--- src/hw/rtl/ctk_pkg.sv ---
// Shared types and constants for the interval timer and keyboard port block.
`default_nettype none
package ctk_pkg;

    typedef enum logic [1:0] {
        ACT_WRITE = 2'd0,
        ACT_TICK  = 2'd1,
        ACT_JOY   = 2'd2,
        ACT_NONE  = 2'd3
    } t_action;

    // Register map
    localparam logic [3:0] ADDR_PRA  = 4'h0;
    localparam logic [3:0] ADDR_PRB  = 4'h1;
    localparam logic [3:0] ADDR_DDRA = 4'h2;
    localparam logic [3:0] ADDR_TALO = 4'h4;
    localparam logic [3:0] ADDR_TAHI = 4'h5;
    localparam logic [3:0] ADDR_TBLO = 4'h6;
    localparam logic [3:0] ADDR_TBHI = 4'h7;
    localparam logic [3:0] ADDR_ICR  = 4'hd;
    localparam logic [3:0] ADDR_CRA  = 4'he;
    localparam logic [3:0] ADDR_CRB  = 4'hf;

    // Control register bits
    localparam int CR_START   = 0;
    localparam int CR_ONESHOT = 3;
    localparam int CR_LOAD    = 4;
    localparam int ICR_SET    = 7;

    // One request as held in the input register
    typedef struct packed {
        t_action    action;
        logic [3:0] address;
        logic [7:0] data;
        logic [7:0] joy1;
        logic [7:0] joy2;
        logic [7:0] rows;
    } t_ctk_item;

    // Commands to one timer, decoded from a request
    typedef struct packed {
        logic       tick;
        logic       wr_lo;
        logic       wr_hi;
        logic       wr_ctrl;
        logic [7:0] data;
    } t_ctk_tmr_cmd;

endpackage
`default_nettype wire

--- src/hw/rtl/ctk_timer.sv ---
// One 16-bit interval timer with reload latch, force load and one-shot mode.
`default_nettype none
module ctk_timer
    import ctk_pkg::*;
(
    input  wire logic         i_clk,
    input  wire logic         i_rst_n,
    input  wire logic         i_en,
    input  wire t_ctk_tmr_cmd i_cmd,
    output logic [15:0]       o_count_next,
    output logic              o_underflow
);

    logic [15:0] r_count, n_count;
    logic [15:0] r_reload, n_reload;
    logic        r_running, n_running;
    logic        r_oneshot, n_oneshot;

    always_comb begin
        n_count     = r_count;
        n_reload    = r_reload;
        n_running   = r_running;
        n_oneshot   = r_oneshot;
        o_underflow = 1'b0;
        if (i_cmd.tick && r_running) begin
            if (r_count[15:1] == 15'd0) begin
                // count of 0 or 1 underflows and reloads
                n_count     = r_reload;
                o_underflow = 1'b1;
                if (r_oneshot) begin
                    n_running = 1'b0;
                end
            end else begin
                n_count = r_count - 16'd1;
            end
        end
        if (i_cmd.wr_lo) begin
            n_reload = {r_reload[15:8], i_cmd.data};
        end
        if (i_cmd.wr_hi) begin
            n_reload = {i_cmd.data, r_reload[7:0]};
        end
        if (i_cmd.wr_ctrl) begin
            if (i_cmd.data[CR_LOAD]) begin
                n_count = r_reload;
            end
            n_running = i_cmd.data[CR_START];
            n_oneshot = i_cmd.data[CR_ONESHOT];
        end
    end

    assign o_count_next = n_count;

    always_ff @(posedge i_clk) begin
        if (!i_rst_n) begin
            r_count   <= '0;
            r_reload  <= '0;
            r_running <= 1'b0;
            r_oneshot <= 1'b0;
        end else if (i_en) begin
            r_count   <= n_count;
            r_reload  <= n_reload;
            r_running <= n_running;
            r_oneshot <= n_oneshot;
        end
    end

endmodule
`default_nettype wire

--- src/hw/rtl/ctk_port.sv ---
// Port A/B, keyboard column mask, joystick latches and interrupt mask.
`default_nettype none
module ctk_port
    import ctk_pkg::*;
(
    input  wire logic      i_clk,
    input  wire logic      i_rst_n,
    input  wire logic      i_en,
    input  wire t_ctk_item i_item,
    output logic [7:0]     o_port_a_next,
    output logic [7:0]     o_port_b_next,
    output logic [7:0]     o_column_next,
    output logic [1:0]     o_imask
);

    logic [7:0] r_column, n_column;
    logic [7:0] r_joy1, n_joy1;
    logic [7:0] r_joy2, n_joy2;
    logic [7:0] r_pbv, n_pbv;
    logic [7:0] r_ddra, n_ddra;
    logic [7:0] r_imask, n_imask;

    always_comb begin
        n_column = r_column;
        n_joy1   = r_joy1;
        n_joy2   = r_joy2;
        n_pbv    = r_pbv;
        n_ddra   = r_ddra;
        n_imask  = r_imask;
        case (i_item.action)
            ACT_WRITE: begin
                case (i_item.address)
                    ADDR_PRA: begin
                        // input lines of port A read high
                        n_column = i_item.data | ~r_ddra;
                        n_pbv    = i_item.rows & r_joy1;
                    end
                    ADDR_PRB:  n_pbv  = i_item.data;
                    ADDR_DDRA: n_ddra = i_item.data;
                    ADDR_ICR: begin
                        if (i_item.data[ICR_SET]) begin
                            n_imask = r_imask | {1'b0, i_item.data[6:0]};
                        end else begin
                            n_imask = r_imask & ~i_item.data;
                        end
                    end
                    default: ;
                endcase
            end
            ACT_JOY: begin
                n_joy1 = i_item.joy1;
                n_joy2 = i_item.joy2;
                n_pbv  = i_item.rows & i_item.joy1;
            end
            default: ;
        endcase
    end

    assign o_port_a_next = n_column & n_joy2;
    assign o_port_b_next = n_pbv;
    assign o_column_next = n_column;
    assign o_imask       = r_imask[1:0];

    always_ff @(posedge i_clk) begin
        if (!i_rst_n) begin
            r_column <= '0;
            r_joy1   <= '0;
            r_joy2   <= '0;
            r_pbv    <= '0;
            r_ddra   <= '0;
            r_imask  <= '0;
        end else if (i_en) begin
            r_column <= n_column;
            r_joy1   <= n_joy1;
            r_joy2   <= n_joy2;
            r_pbv    <= n_pbv;
            r_ddra   <= n_ddra;
            r_imask  <= n_imask;
        end
    end

endmodule
`default_nettype wire

--- src/hw/rtl/cia_timer_and_keyboard_port.sv ---
// Top level: interval timers and keyboard/joystick port of the interface adapter.
`default_nettype none
// Each request is a register write, one clock tick, a joystick update or no
// action, and produces exactly one result: port A, port B, the column mask,
// an interrupt flag for this request and both timer counts after it. One
// request is taken every cycle as long as results are taken. A request is held
// in the input register, where the state update and result are computed, and
// then sits in the result register until taken. While a result is stalled,
// the input register still accepts one more request. Timers count down on
// ticks only; a count of 0 or 1 on a tick underflows and reloads from the
// latch, flagging irq when its mask bit (bit 0 for A, bit 1 for B) is set.
// A one-shot timer stops on underflow. Stopping a timer freezes its count
// exactly. Register reads, time of day and the serial port are not
// implemented.
module cia_timer_and_keyboard_port
    import ctk_pkg::*;
(
    input  wire logic        i_clk,
    input  wire logic        i_rst_n,
    // request channel
    input  wire logic        i_in_valid,
    output logic             o_in_stall,
    input  wire logic [1:0]  i_action,
    input  wire logic [3:0]  i_address,
    input  wire logic [7:0]  i_write_data,
    input  wire logic [7:0]  i_joy1,
    input  wire logic [7:0]  i_joy2,
    input  wire logic [7:0]  i_keyboard_rows,
    // result channel
    output logic             o_out_valid,
    input  wire logic        i_out_stall,
    output logic [7:0]       o_port_a,
    output logic [7:0]       o_port_b,
    output logic [7:0]       o_key_columns,
    output logic             o_irq,
    output logic [15:0]      o_timer_a_count,
    output logic [15:0]      o_timer_b_count
);

    logic         r_in_valid;
    t_ctk_item    r_item;
    logic         r_out_valid;
    logic         advance;
    logic         in_take;

    t_ctk_tmr_cmd cmd_a, cmd_b;
    logic [15:0]  cnt_a_next, cnt_b_next;
    logic         uf_a, uf_b;
    logic [7:0]   pa_next, pb_next, col_next;
    logic [1:0]   imask;
    logic         is_write;

    // The held request commits to the state when the result register is free.
    assign advance    = r_in_valid && (!r_out_valid || !i_out_stall);
    assign o_in_stall = r_in_valid && !advance;
    assign in_take    = i_in_valid && !o_in_stall;

    always_ff @(posedge i_clk) begin
        if (!i_rst_n) begin
            r_in_valid <= 1'b0;
        end else if (in_take) begin
            r_in_valid <= 1'b1;
        end else if (advance) begin
            r_in_valid <= 1'b0;
        end
    end

    always_ff @(posedge i_clk) begin
        if (in_take) begin
            r_item <= '{action:  t_action'(i_action),
                        address: i_address,
                        data:    i_write_data,
                        joy1:    i_joy1,
                        joy2:    i_joy2,
                        rows:    i_keyboard_rows};
        end
    end

    // Timer command decode
    assign is_write = (r_item.action == ACT_WRITE);
    always_comb begin
        cmd_a.tick    = (r_item.action == ACT_TICK);
        cmd_a.wr_lo   = is_write && (r_item.address == ADDR_TALO);
        cmd_a.wr_hi   = is_write && (r_item.address == ADDR_TAHI);
        cmd_a.wr_ctrl = is_write && (r_item.address == ADDR_CRA);
        cmd_a.data    = r_item.data;
        cmd_b.tick    = (r_item.action == ACT_TICK);
        cmd_b.wr_lo   = is_write && (r_item.address == ADDR_TBLO);
        cmd_b.wr_hi   = is_write && (r_item.address == ADDR_TBHI);
        cmd_b.wr_ctrl = is_write && (r_item.address == ADDR_CRB);
        cmd_b.data    = r_item.data;
    end

    ctk_timer u_timer_a (
        .i_clk        (i_clk),
        .i_rst_n      (i_rst_n),
        .i_en         (advance),
        .i_cmd        (cmd_a),
        .o_count_next (cnt_a_next),
        .o_underflow  (uf_a)
    );

    ctk_timer u_timer_b (
        .i_clk        (i_clk),
        .i_rst_n      (i_rst_n),
        .i_en         (advance),
        .i_cmd        (cmd_b),
        .o_count_next (cnt_b_next),
        .o_underflow  (uf_b)
    );

    ctk_port u_port (
        .i_clk         (i_clk),
        .i_rst_n       (i_rst_n),
        .i_en          (advance),
        .i_item        (r_item),
        .o_port_a_next (pa_next),
        .o_port_b_next (pb_next),
        .o_column_next (col_next),
        .o_imask       (imask)
    );

    // Result register
    always_ff @(posedge i_clk) begin
        if (!i_rst_n) begin
            r_out_valid <= 1'b0;
        end else if (advance) begin
            r_out_valid <= 1'b1;
        end else if (!i_out_stall) begin
            r_out_valid <= 1'b0;
        end
    end

    always_ff @(posedge i_clk) begin
        if (advance) begin
            o_port_a        <= pa_next;
            o_port_b        <= pb_next;
            o_key_columns   <= col_next;
            o_irq           <= (uf_a && imask[0]) || (uf_b && imask[1]);
            o_timer_a_count <= cnt_a_next;
            o_timer_b_count <= cnt_b_next;
        end
    end

    assign o_out_valid = r_out_valid;

`ifndef SYNTHESIS
    a_advance_fills: assert property (@(posedge i_clk) disable iff (!i_rst_n)
        advance |=> r_out_valid)
        else $error("result register empty after a request committed");
    a_stall_only_full: assert property (@(posedge i_clk)
        o_in_stall |-> r_in_valid)
        else $error("input stalled with an empty input register");
    a_reset_empties: assert property (@(posedge i_clk)
        !i_rst_n |=> !r_in_valid && !r_out_valid)
        else $error("pipeline not empty after reset");
    a_irq_needs_tick: assert property (@(posedge i_clk) disable iff (!i_rst_n)
        advance && (r_item.action != ACT_TICK) |=> !o_irq)
        else $error("irq raised by a request that is not a tick");
`endif

endmodule
`default_nettype wire

--- config.mk ---
export PLATFORM = sky130hd
export DESIGN_NAME = cia_timer_and_keyboard_port
export DESIGN_NICKNAME = d
export VERILOG_FILES = /design/src/hw/rtl/ctk_pkg.sv /design/src/hw/rtl/ctk_timer.sv /design/src/hw/rtl/ctk_port.sv /design/src/hw/rtl/cia_timer_and_keyboard_port.sv
export SDC_FILE = /design/constraint.sdc
export NUM_CORES = 1
export LEC_CHECK = 0
export BUFFER_PORTS_ARGS = -buffer_cell sky130_fd_sc_hd__buf_4
export CAP_MARGIN = 0
export CORE_ASPECT_RATIO = 1.2
export CORE_MARGIN = 2
export CORE_UTILIZATION = 50
export DETAILED_ROUTE_END_ITERATION = 12
export HOLD_SLACK_MARGIN = 0.02
export PLACE_DENSITY = 0.79
export SYNTH_ARGS = -nofsm -noshare
export SYNTH_HDL_FRONTEND = slang
export SYNTH_SLANG_ARGS = --single-unit
--- constraint.sdc ---
create_clock -name i_clk -period 3.5 [get_ports i_clk]
set_input_delay 0.525 -clock i_clk [delete_from_list [all_inputs] [get_ports i_clk]]
set_output_delay 0.525 -clock i_clk [all_outputs]
set_load 0.02 [all_outputs]
==> Yosys cells after proc, flatten, opt, wreduce, memory -nomap -nowiden <==
Cells that the tools add are included.
Widths: inputs -> output; s select.
{ "op_classes": {"addsub": 2, "multipliers": 0, "div": 0, "order_cmp": 0, "n_eq_ne": 12, "shifts": 0, "muxes": 34, "bitwise_logic": 10, "reduce_logical": 41} }
{ "op_table": {"columns": ["op", "count"], "rows": [
  ["$mux 16", 10],
  ["$mux 8", 6],
  ["$and 8x8->8", 4],
  ["$pmux 8 s2", 2],
  ["$sub 16x1->16 const B", 2],
  ["$logic_not 15->1", 2],
  ["$eq 4x3->1 const B", 4],
  ["$mux 1", 16],
  ["$not 8->8", 2],
  ["$reduce_bool 2->1", 7],
  ["$logic_and 1x1->1", 13],
  ["$eq 4x4->1 const B", 3],
  ["$reduce_and 3->1", 4],
  ["$reduce_and 2->1", 5],
  ["$or 8x7->8", 1],
  ["$or 8x8->8", 1],
  ["$reduce_and 4->1", 2],
  ["$eq 4x1->1 const B", 1],
  ["$eq 4x2->1 const B", 1],
  ["$logic_not 1->1", 4],
  ["$logic_not 4->1", 1],
  ["$eq 2x1->1 const B", 1],
  ["$eq 2x2->1 const B", 1],
  ["$logic_not 2->1", 1],
  ["other kinds (3)", 5]
]} }
{ "word_totals": {"reg_bits": 213, "latch_bits": 0, "ram_bits": 0, "mem_bits_ro": 0, "out_inout_bits": 59, "elab_cells": 129, "n_memories": 0} }

==> Logic depth before layout (Yosys ltp) <==
Gate-level depths: netlist of the first run.
{ "depth": {"depth_word": 8, "ltp_mapped": 8, "mapped_depth_nobuf": 7} }

==> Modules after synthesis <==
Synthesis of the first run repeated with hierarchy kept, for this count alone.
{ "unflattened": {"cells_unflattened": 923, "area_unflattened_um2": 9381.5} }
{ "by_module_without_submodules": {"columns": ["mod", "instances", "cells_each", "area_each_um2", "seq_area_each_um2"], "rows": [
  ["ctk_timer", 2, 275, 2110.8, 680.7],
  ["cia_timer_and_keyboard_port", 1, 117, 3020.4, 2892.8],
  ["ctk_port", 1, 256, 2139.6, 840.8]
]} }

==> Worst setup path before layout of the first run <==
No wires, ideal clock.
{ "synth_timing": {"path_type": "input-to-reg", "start": "input port i_out_stall", "end": "register o_irq (enable)", "setup_time_ns": 0.443, "t_arrival_ns": 2.846, "required_ns": 3.057, "setup_slack_ns": 0.211, "cell_stages": 4, "path_buffers": 2, "path_cell_list": "a21bo_2 -> inv_1 -> clkbuf_1 -> clkbuf_1"} }
{ "synth_via": {"elab_chain_cells": 3} }
{ "synth_lines": {"columns": ["element", "line_no", "source"], "rows": [
  ["from (decl)", "cia_timer_and_keyboard_port.sv:31", "input wire logic i_out_stall,"],
  ["$logic_not 1->1", null, null],
  ["$logic_or 1x1->1", "cia_timer_and_keyboard_port.sv:54", "assign advance = r_in_valid && (!r_out_valid || !i_out_stall);"],
  ["$logic_and 1x1->1", "cia_timer_and_keyboard_port.sv:54", null],
  ["via advance", "cia_timer_and_keyboard_port.sv:43", "logic advance;"],
  ["to (signal assigned)", "cia_timer_and_keyboard_port.sv:139", "o_irq <= (uf_a && imask[0]) || (uf_b && imask[1]);"],
  ["to (decl)", "cia_timer_and_keyboard_port.sv:35", "output logic o_irq,"]
]} }
The timed path passes the listed nets, and every way through them passes these cells.
A chain may end at the register's enable or synchronous reset.

==> Worst setup path after layout of the first run <==
{ "layout_timing": {"start": "register r_item[32] (netlist bit)", "end": "register o_port_a[4] (data pin)"} }
{ "layout_via": {"elab_chain_cells": 4} }
{ "layout_lines": {"columns": ["element", "line_no", "source"], "rows": [
  ["from (decl)", "cia_timer_and_keyboard_port.sv:41", "t_ctk_item r_item;"],
  ["from (signal assigned)", "cia_timer_and_keyboard_port.sv:70", "r_item <= '{action: t_action'(i_action),"],
  ["$logic_not 4->1", "ctk_port.sv:32", "case (i_item.address)"],
  ["$mux 8", "ctk_port.sv:32", null],
  ["$mux 8", "ctk_port.sv:30", "case (i_item.action)"],
  ["$and 8x8->8", "ctk_port.sv:59", "assign o_port_a_next = n_column & n_joy2;"],
  ["via pa_next[4]", "cia_timer_and_keyboard_port.sv:49", "logic [7:0] pa_next, pb_next, col_next;"],
  ["to (signal assigned)", "cia_timer_and_keyboard_port.sv:136", "o_port_a <= pa_next;"],
  ["to (decl)", "cia_timer_and_keyboard_port.sv:32", "output logic [7:0] o_port_a,"]
]} }
The timed path passes the listed nets, and every way through them passes these cells.

==> results.yml, run 1 <==
yosys:
  synth_adder_area_share_pct: 0.2739
  yosys.area.top_type: "edfxtp_1"
  synth-edff-count: 95
  yosys.area_share.xor_xnor_pct: 1.821
  yosys.area_share.simple_pct: 19.76
  synth_commonest_cells: "nand2_1, dfxtp_1, edfxtp_1"
  syn_area_per_cell_um2: 10.11
  yosys_warnings: 0
  synth_top_area_share_pct: 31.22
  synth_cells: 904
  synth_ff_type: "dfxtp_1"
  synth_seq_cells: 207
  ys_seq_area_share_pct: 55.76
  synth_compound_area_share_pct: 13.84
  async_flop_share_pct: 0
  synth_top_family_by_area: "simple AND/OR/NAND/NOR gates"
  synth_nets: 948
  synthTopCellsByArea: "edfxtp_1, dfxtp_1, nand2_1"
  synth_cell_types: 78
  syn_area_um2: 9138
  synth_most_common_cell: "nand2_1"
  synth.mux.area_fraction_pct: 4.820
min_path:
  hold_start: "i_joy1[6]"
  min_path_type: "in2reg"
power_and_ir_drop:
  irDropWorstVdd_mv: 0.4147
  power-per-cell-area_nw_per_um2: 479.6
  p_leak_nw: 4.147
  p_total_mw: 5.124
critical_path:
  cp-end-kind: "flop"
  cp_data_required_time_ns: 3.72
  crit_path_max_incr_delay_ns: 0.91
  r2r-start: "r_item[32]"
  cp_top_family: "simple AND/OR/NAND/NOR gates"
  critPathBufInv: 0
  crit_slowest_cell: "nor4_1"
  worstPathArrival_ns: 3.15
  worstPathMaxFanout: 19
  crit_chain: "nor4_1 > nand2_1 > mux2i_1 > a21oi_1"
  start_kind: "flop"
  crit_start: "r_item[32]"
  crit_type: "reg2reg"
clocking:
  ctsResizeCount: 0
  clockBufferDepth: 3
  post-cts-setup-buffer-count: 0
  clkTransAtPathRegs_ns: 0.06
  clk_latency_ns: 0.50
  ctsHoldBuffers: 0
  tritoncts: "built"
  cts_sinks: 207
  root_buffer: "clkbuf_16"
  cts_inserted_buffers: 20
  h-tree-depth: 1
sta:
  setup_violations: 0
  worst_slack_ns: 0.5684
  max_freq_ghz: 0.3411
  finalMaxSlewViolations: 0
  timing.final.crit_share_pct: 83.76
  post-route-min-period_ns: 2.932
  hold_slack_ns: 0.1986
  hold_viol: 0
  maxSlewHeadroom_pct: 30.63
  tns_ns: 0
  rsz0062_at_grt: "no"
  tightest_slew_ns: 1.038
  fin_skew_ns: 0.02238
global_route:
  grt_start_max_net_pins: 56
  grtUsageTotal_pct: 21.79
  grt_pass1_vias: 6830
  antenna_found_initial: 0
  grt_pass1_wl_mm: 34.72
  grt-ovfl-total: 0
floorplan:
  num_rows: 54
  pin_count: 101
  fp.dieArea_um2: 19380
  fp.dieW_um: 127.4
  die_h_um: 152.1
  start_util_pct: 50.65
  coreArea_um2: 18040
run:
  drv_cap: 0
drt:
  postRouteAntennaNets: 0
  drtIter0Drc: 607
  drc: 0
  firstDrtPassIters: 7
  wl_per_cell_um: 17.55
  drt_wl_total_mm: 21.38
  vias: 7237
  routed_via_density: 5.942
layout:
  drive_gt1_share_pct: 17.30
  post-route-util_pct: 59.22
  nFillCells: 1453
  area_growth_pct: 16.92
  final_area_um2: 10680
  antennaDiodeCount: 0
  fin_nets: 1024
  final_cells: 1218
placement:
  dp_cells: 1182
  post-dp-hpwl_mm: 14.16
  place_area_um2: 10020
  place.gp.congestion: 0.8924
  io_buffer_count: 100
  dp_slack_ns: 0.6530
run_status:
  outcome: "finished, final reports clean"
[routing by layer]
layer,wire [um],global-route usage [%]
met1,8972,29.29
met2,10270,35.70
met3,1541,3.873
met4,591,7.274
met5,0,0
[flip-flops by register name, indices dropped and copies added (netlist names), 8 cells and up, named ones only]
signal and cells:
cmd_a 8, u_timer_a.r_reload 16, u_port.r_ddra 8, u_timer_a.r_count 16, u_port.r_pbv 8, o_timer_b_count 16, o_port_b 8, u_timer_b.r_count 16
r_item 30, u_port.r_column 8, u_port.r_joy2 8, o_timer_a_count 16, o_port_a 8, u_timer_b.r_reload 16, u_port.r_joy1 8, o_key_columns 8
[placed cells by master, fill, tap and decap left out, types with 4 or more instances in the layout]
cell,count
a21oi_1,55
a221oi_1,6
a31oi_1,10
a32o_1,12
and2_1,4
and3_1,12
buf_4,115
clkbuf_1,4
clkbuf_16,21
clkbuf_8,5
dfxtp_1,112
edfxtp_1,95
inv_1,17
mux2i_1,44
nand2_1,122
nand2b_1,8
nand3_1,36
nand4_1,14
nor2_1,85
nor3_1,17
nor4_1,13
o211ai_1,6
o21a_1,11
o21ai_0,38
o21ba_2,4
o221ai_1,4
o31ai_1,4
or3_1,10
or4_1,10
xnor2_1,8
xor2_1,11
[final cells by class]
class,instances,area [um^2],area share (%)
Clock buffer,30,609.3,5.703
Clock inverter,6,53.80,0.5036
Inverter,19,72.57,0.6792
Multi-Input combinational cell,617,3710,34.72
Sequential cell,207,5095,47.69
Tap cell,224,280.3,2.623
Timing Repair Buffer,115,863.3,8.081
[power by group]
part	internal [mW]	total, mW	switching (mW)
Sequential	2.60	2.66	0.0592
Combinational	0.116	0.304	0.188
Clock	1.28	2.16	0.887
Total	3.99	5.12	1.13
[worst register-to-register path, stage by stage (launching register included)]
cell and delay, ns:
edfxtp_1 0.63, nor4_1 0.92, nand2_1 0.55, mux2i_1 0.46, a21oi_1 0.09
[cells by family after synthesis]
logic type | count (synthesis)
adder cells (fa/ha/maj) | 2
XOR/XNOR | 19
multiplexers | 44
AO/OA/AOI/OAI | 188
AND/OR/NAND/NOR | 364
flip-flops | 207
buffers and inverters | 80
[worst paths after layout]
kind | endpoint | slack, ns | depth (start not counted)
setup reg to reg | o_port_a[4] | 0.57 | 4
setup / recovery | o_port_a[4] | 0.57 | 4
hold / removal | r_item[22] | 0.20 | 1
hold reg to reg | u_port.r_joy1[3] | 0.46 | 2
(Power assumes the default switching activity.)
==> run 2: changes to the inputs <==
--- a/config.mk
+++ b/config.mk
@@ -12,7 +12,7 @@
 export CORE_UTILIZATION = 50
 export DETAILED_ROUTE_END_ITERATION = 12
 export HOLD_SLACK_MARGIN = 0.02
-export PLACE_DENSITY = 0.79
+export PLACE_DENSITY = 0.77
 export SYNTH_ARGS = -nofsm -noshare
 export SYNTH_HDL_FRONTEND = slang
 export SYNTH_SLANG_ARGS = --single-unit
==> constraint.sdc (replaced) <==
create_clock -name i_clk -period 2.9 [get_ports i_clk]
set_input_delay 0.435 -clock i_clk [delete_from_list [all_inputs] [get_ports i_clk]]
set_output_delay 0.435 -clock i_clk [all_outputs]
set_load 0.02 [all_outputs]
==> results.yml, run 2 (synthesis results as in run 1) <==
run_status:
  outcome: "finished, final reports clean"
placement:
  dp_cells: 1196
  place.gp.congestion: 0.9037
  io_buffer_count: 100
  post-dp-hpwl_mm: 14.09
critical_path:
  rr_worst_depth: 5
  crit_slowest_cell: "edfxtp_1"
  ff2ff_setup_slack_ns: 0.45
  crit_type: "reg2reg"
  start_kind: "flop"
  reg2reg_to: "u_timer_b.r_reload[13]"
  crit_chain: "nor2_1 > and3_1 > and3_1 > mux2i_1 > nor2_1"
  cp_data_required_time_ns: 3.24
  critPathBufInv: 0
  cp_top_family: "simple AND/OR/NAND/NOR gates"
  crit_path_max_incr_delay_ns: 0.62
  worstPathArrival_ns: 2.79
  r2r-start: "r_item[37]"
  cp-end-kind: "flop"
  worstPathMaxFanout: 18
floorplan:
  fp.dieW_um: 127.4
  fp.dieArea_um2: 19380
  die_h_um: 152.1
  start_util_pct: 50.65
  coreArea_um2: 18040
  pin_count: 101
  num_rows: 54
min_path:
  hold_end: "r_item[3]"
  min_path_cells: 1
  min_path_type: "in2reg"
  hold_start: "i_keyboard_rows[3]"
clocking:
  post-cts-setup-buffer-count: 0
  clockBufferDepth: 3
  clkTransAtPathRegs_ns: 0.06
  root_buffer: "clkbuf_16"
  ctsHoldBuffers: 0
  cts_sinks: 207
  h-tree-depth: 1
  clk_latency_ns: 0.50
  tritoncts: "built"
  cts_inserted_buffers: 21
  ctsResizeCount: 0
drt:
  wl_per_cell_um: 17.20
  drt_wl_total_mm: 21.21
  routed_via_density: 5.778
  vias: 7124
  drtIter0Drc: 520
  firstDrtPassIters: 7
  drc: 0
  postRouteAntennaNets: 0
layout:
  regArea_um2: 5095
  area_growth_pct: 17.49
  drive_gt1_share_pct: 18.24
  antennaDiodeCount: 0
  largest_reg_flops: 30
  final_cell_mix: "buf_4, nand2_1, dfxtp_1"
  fin_nets: 1039
  multi_input_area_um2: 3710
  final_cells: 1233
  nFillCells: 1495
  top_register: "r_item"
  layout_commonest_cell: "buf_4"
sta:
  tightest_slew_ns: 0.7636
  rsz0062_at_grt: "no"
  setup_violations: 0
  max_freq_ghz: 0.4082
  tns_ns: 0
  hold_viol: 0
  finalMaxSlewViolations: 0
  fin_skew_ns: 0.01702
  post-route-min-period_ns: 2.450
  maxSlewHeadroom_pct: 49.09
  timing.final.crit_share_pct: 84.48
power_and_ir_drop:
  power-per-cell-area_nw_per_um2: 560.1
  irDropWorstVdd_mv: 0.4891
  p_leak_nw: 4.188
global_route:
  grt-ovfl-total: 0
  grt_pass1_vias: 6860
  grtUsageTotal_pct: 21.65
  grt_start_max_net_pins: 56
  antenna_found_initial: 0
  grt_pass1_wl_mm: 34.47
run:
  drv_cap: 0
==> run 2: changes by cell type in the layout (fill, tap and decap cells not counted), sizes merged <==
cell    change
buf        +14
clkinv      +4
clkbuf      -2
bufinv      -1
==> run 2: per-layer routing <==
layer / track usage, % / wire [um] / up-vias
met4: 6.593 / 424 / 0
met1: 28.89 / 9220 / 3402
met5: 0 / 0 / -
met3: 2.993 / 1122 / 28
met2: 36.64 / 10440 / 198
li1: - / - / 3496
==> run 2: metrics by stage <==
| stage | power (mW) | worst slack (ns) | cell area [um^2] | util [%] | hold WS, ns |
|---|---|---|---|---|---|
| floorplan | 3.463 | 0.03170 | 9139 | - | 0.4357 |
| global placement | 3.634 | 0.5552 | 10130 | 56.13 | 0.4425 |
| detailed placement | 3.638 | 0.5015 | 10130 | 56.13 | 0.4465 |
| CTS | 6.064 | 0.4479 | 10740 | 59.51 | 0.1047 |
| global route | 6.217 | 0.3041 | 10740 | 59.51 | 0.1046 |
| finish | 6.012 | 0.4502 | 10740 | 59.51 | 0.1152 |
==> run 2: worst max-delay path by stage <==
stage	start	to	slack (ns)	cells past startpoint
6_report	r_item[37]	u_timer_b.r_reload[13]	0.45	5
5_1_grt	r_item[37]	u_port.r_ddra[4]	0.30	5
4_1_cts	r_item[37]	u_timer_b.r_reload[13]	0.45	5
3_5_place_dp	r_item[37]	u_port.r_ddra[4]	0.50	5
3_3_place_gp	u_timer_a.r_count[11]	u_timer_a.r_count[3]	0.56	5
2_1_floorplan	i_out_stall	cmd_a[0]	0.03	2
==> run 2: layout make-up <==
cell class,count,area share [%]
repair buffers,129,9.021
flip-flops and latches,207,47.46
clock inverters,9,0.4429
inverters,19,0.6760
multi-input cells,617,34.56
well taps,224,2.611
clock buffers,28,5.233
==> run 2: report_power, final <==
part | total [mW] | switching, mW | internal (mW)
combinational | 0.376 | 0.229 | 0.147
sequential | 3.20 | 0.0670 | 3.14
clock | 2.43 | 1.07 | 1.36
==> run 2: worst reg2reg max path, stage by stage (launching register included) <==
cell and delay (ns):
edfxtp_1 0.62, nor2_1 0.55, and3_1 0.29, and3_1 0.51, mux2i_1 0.26, nor2_1 0.07
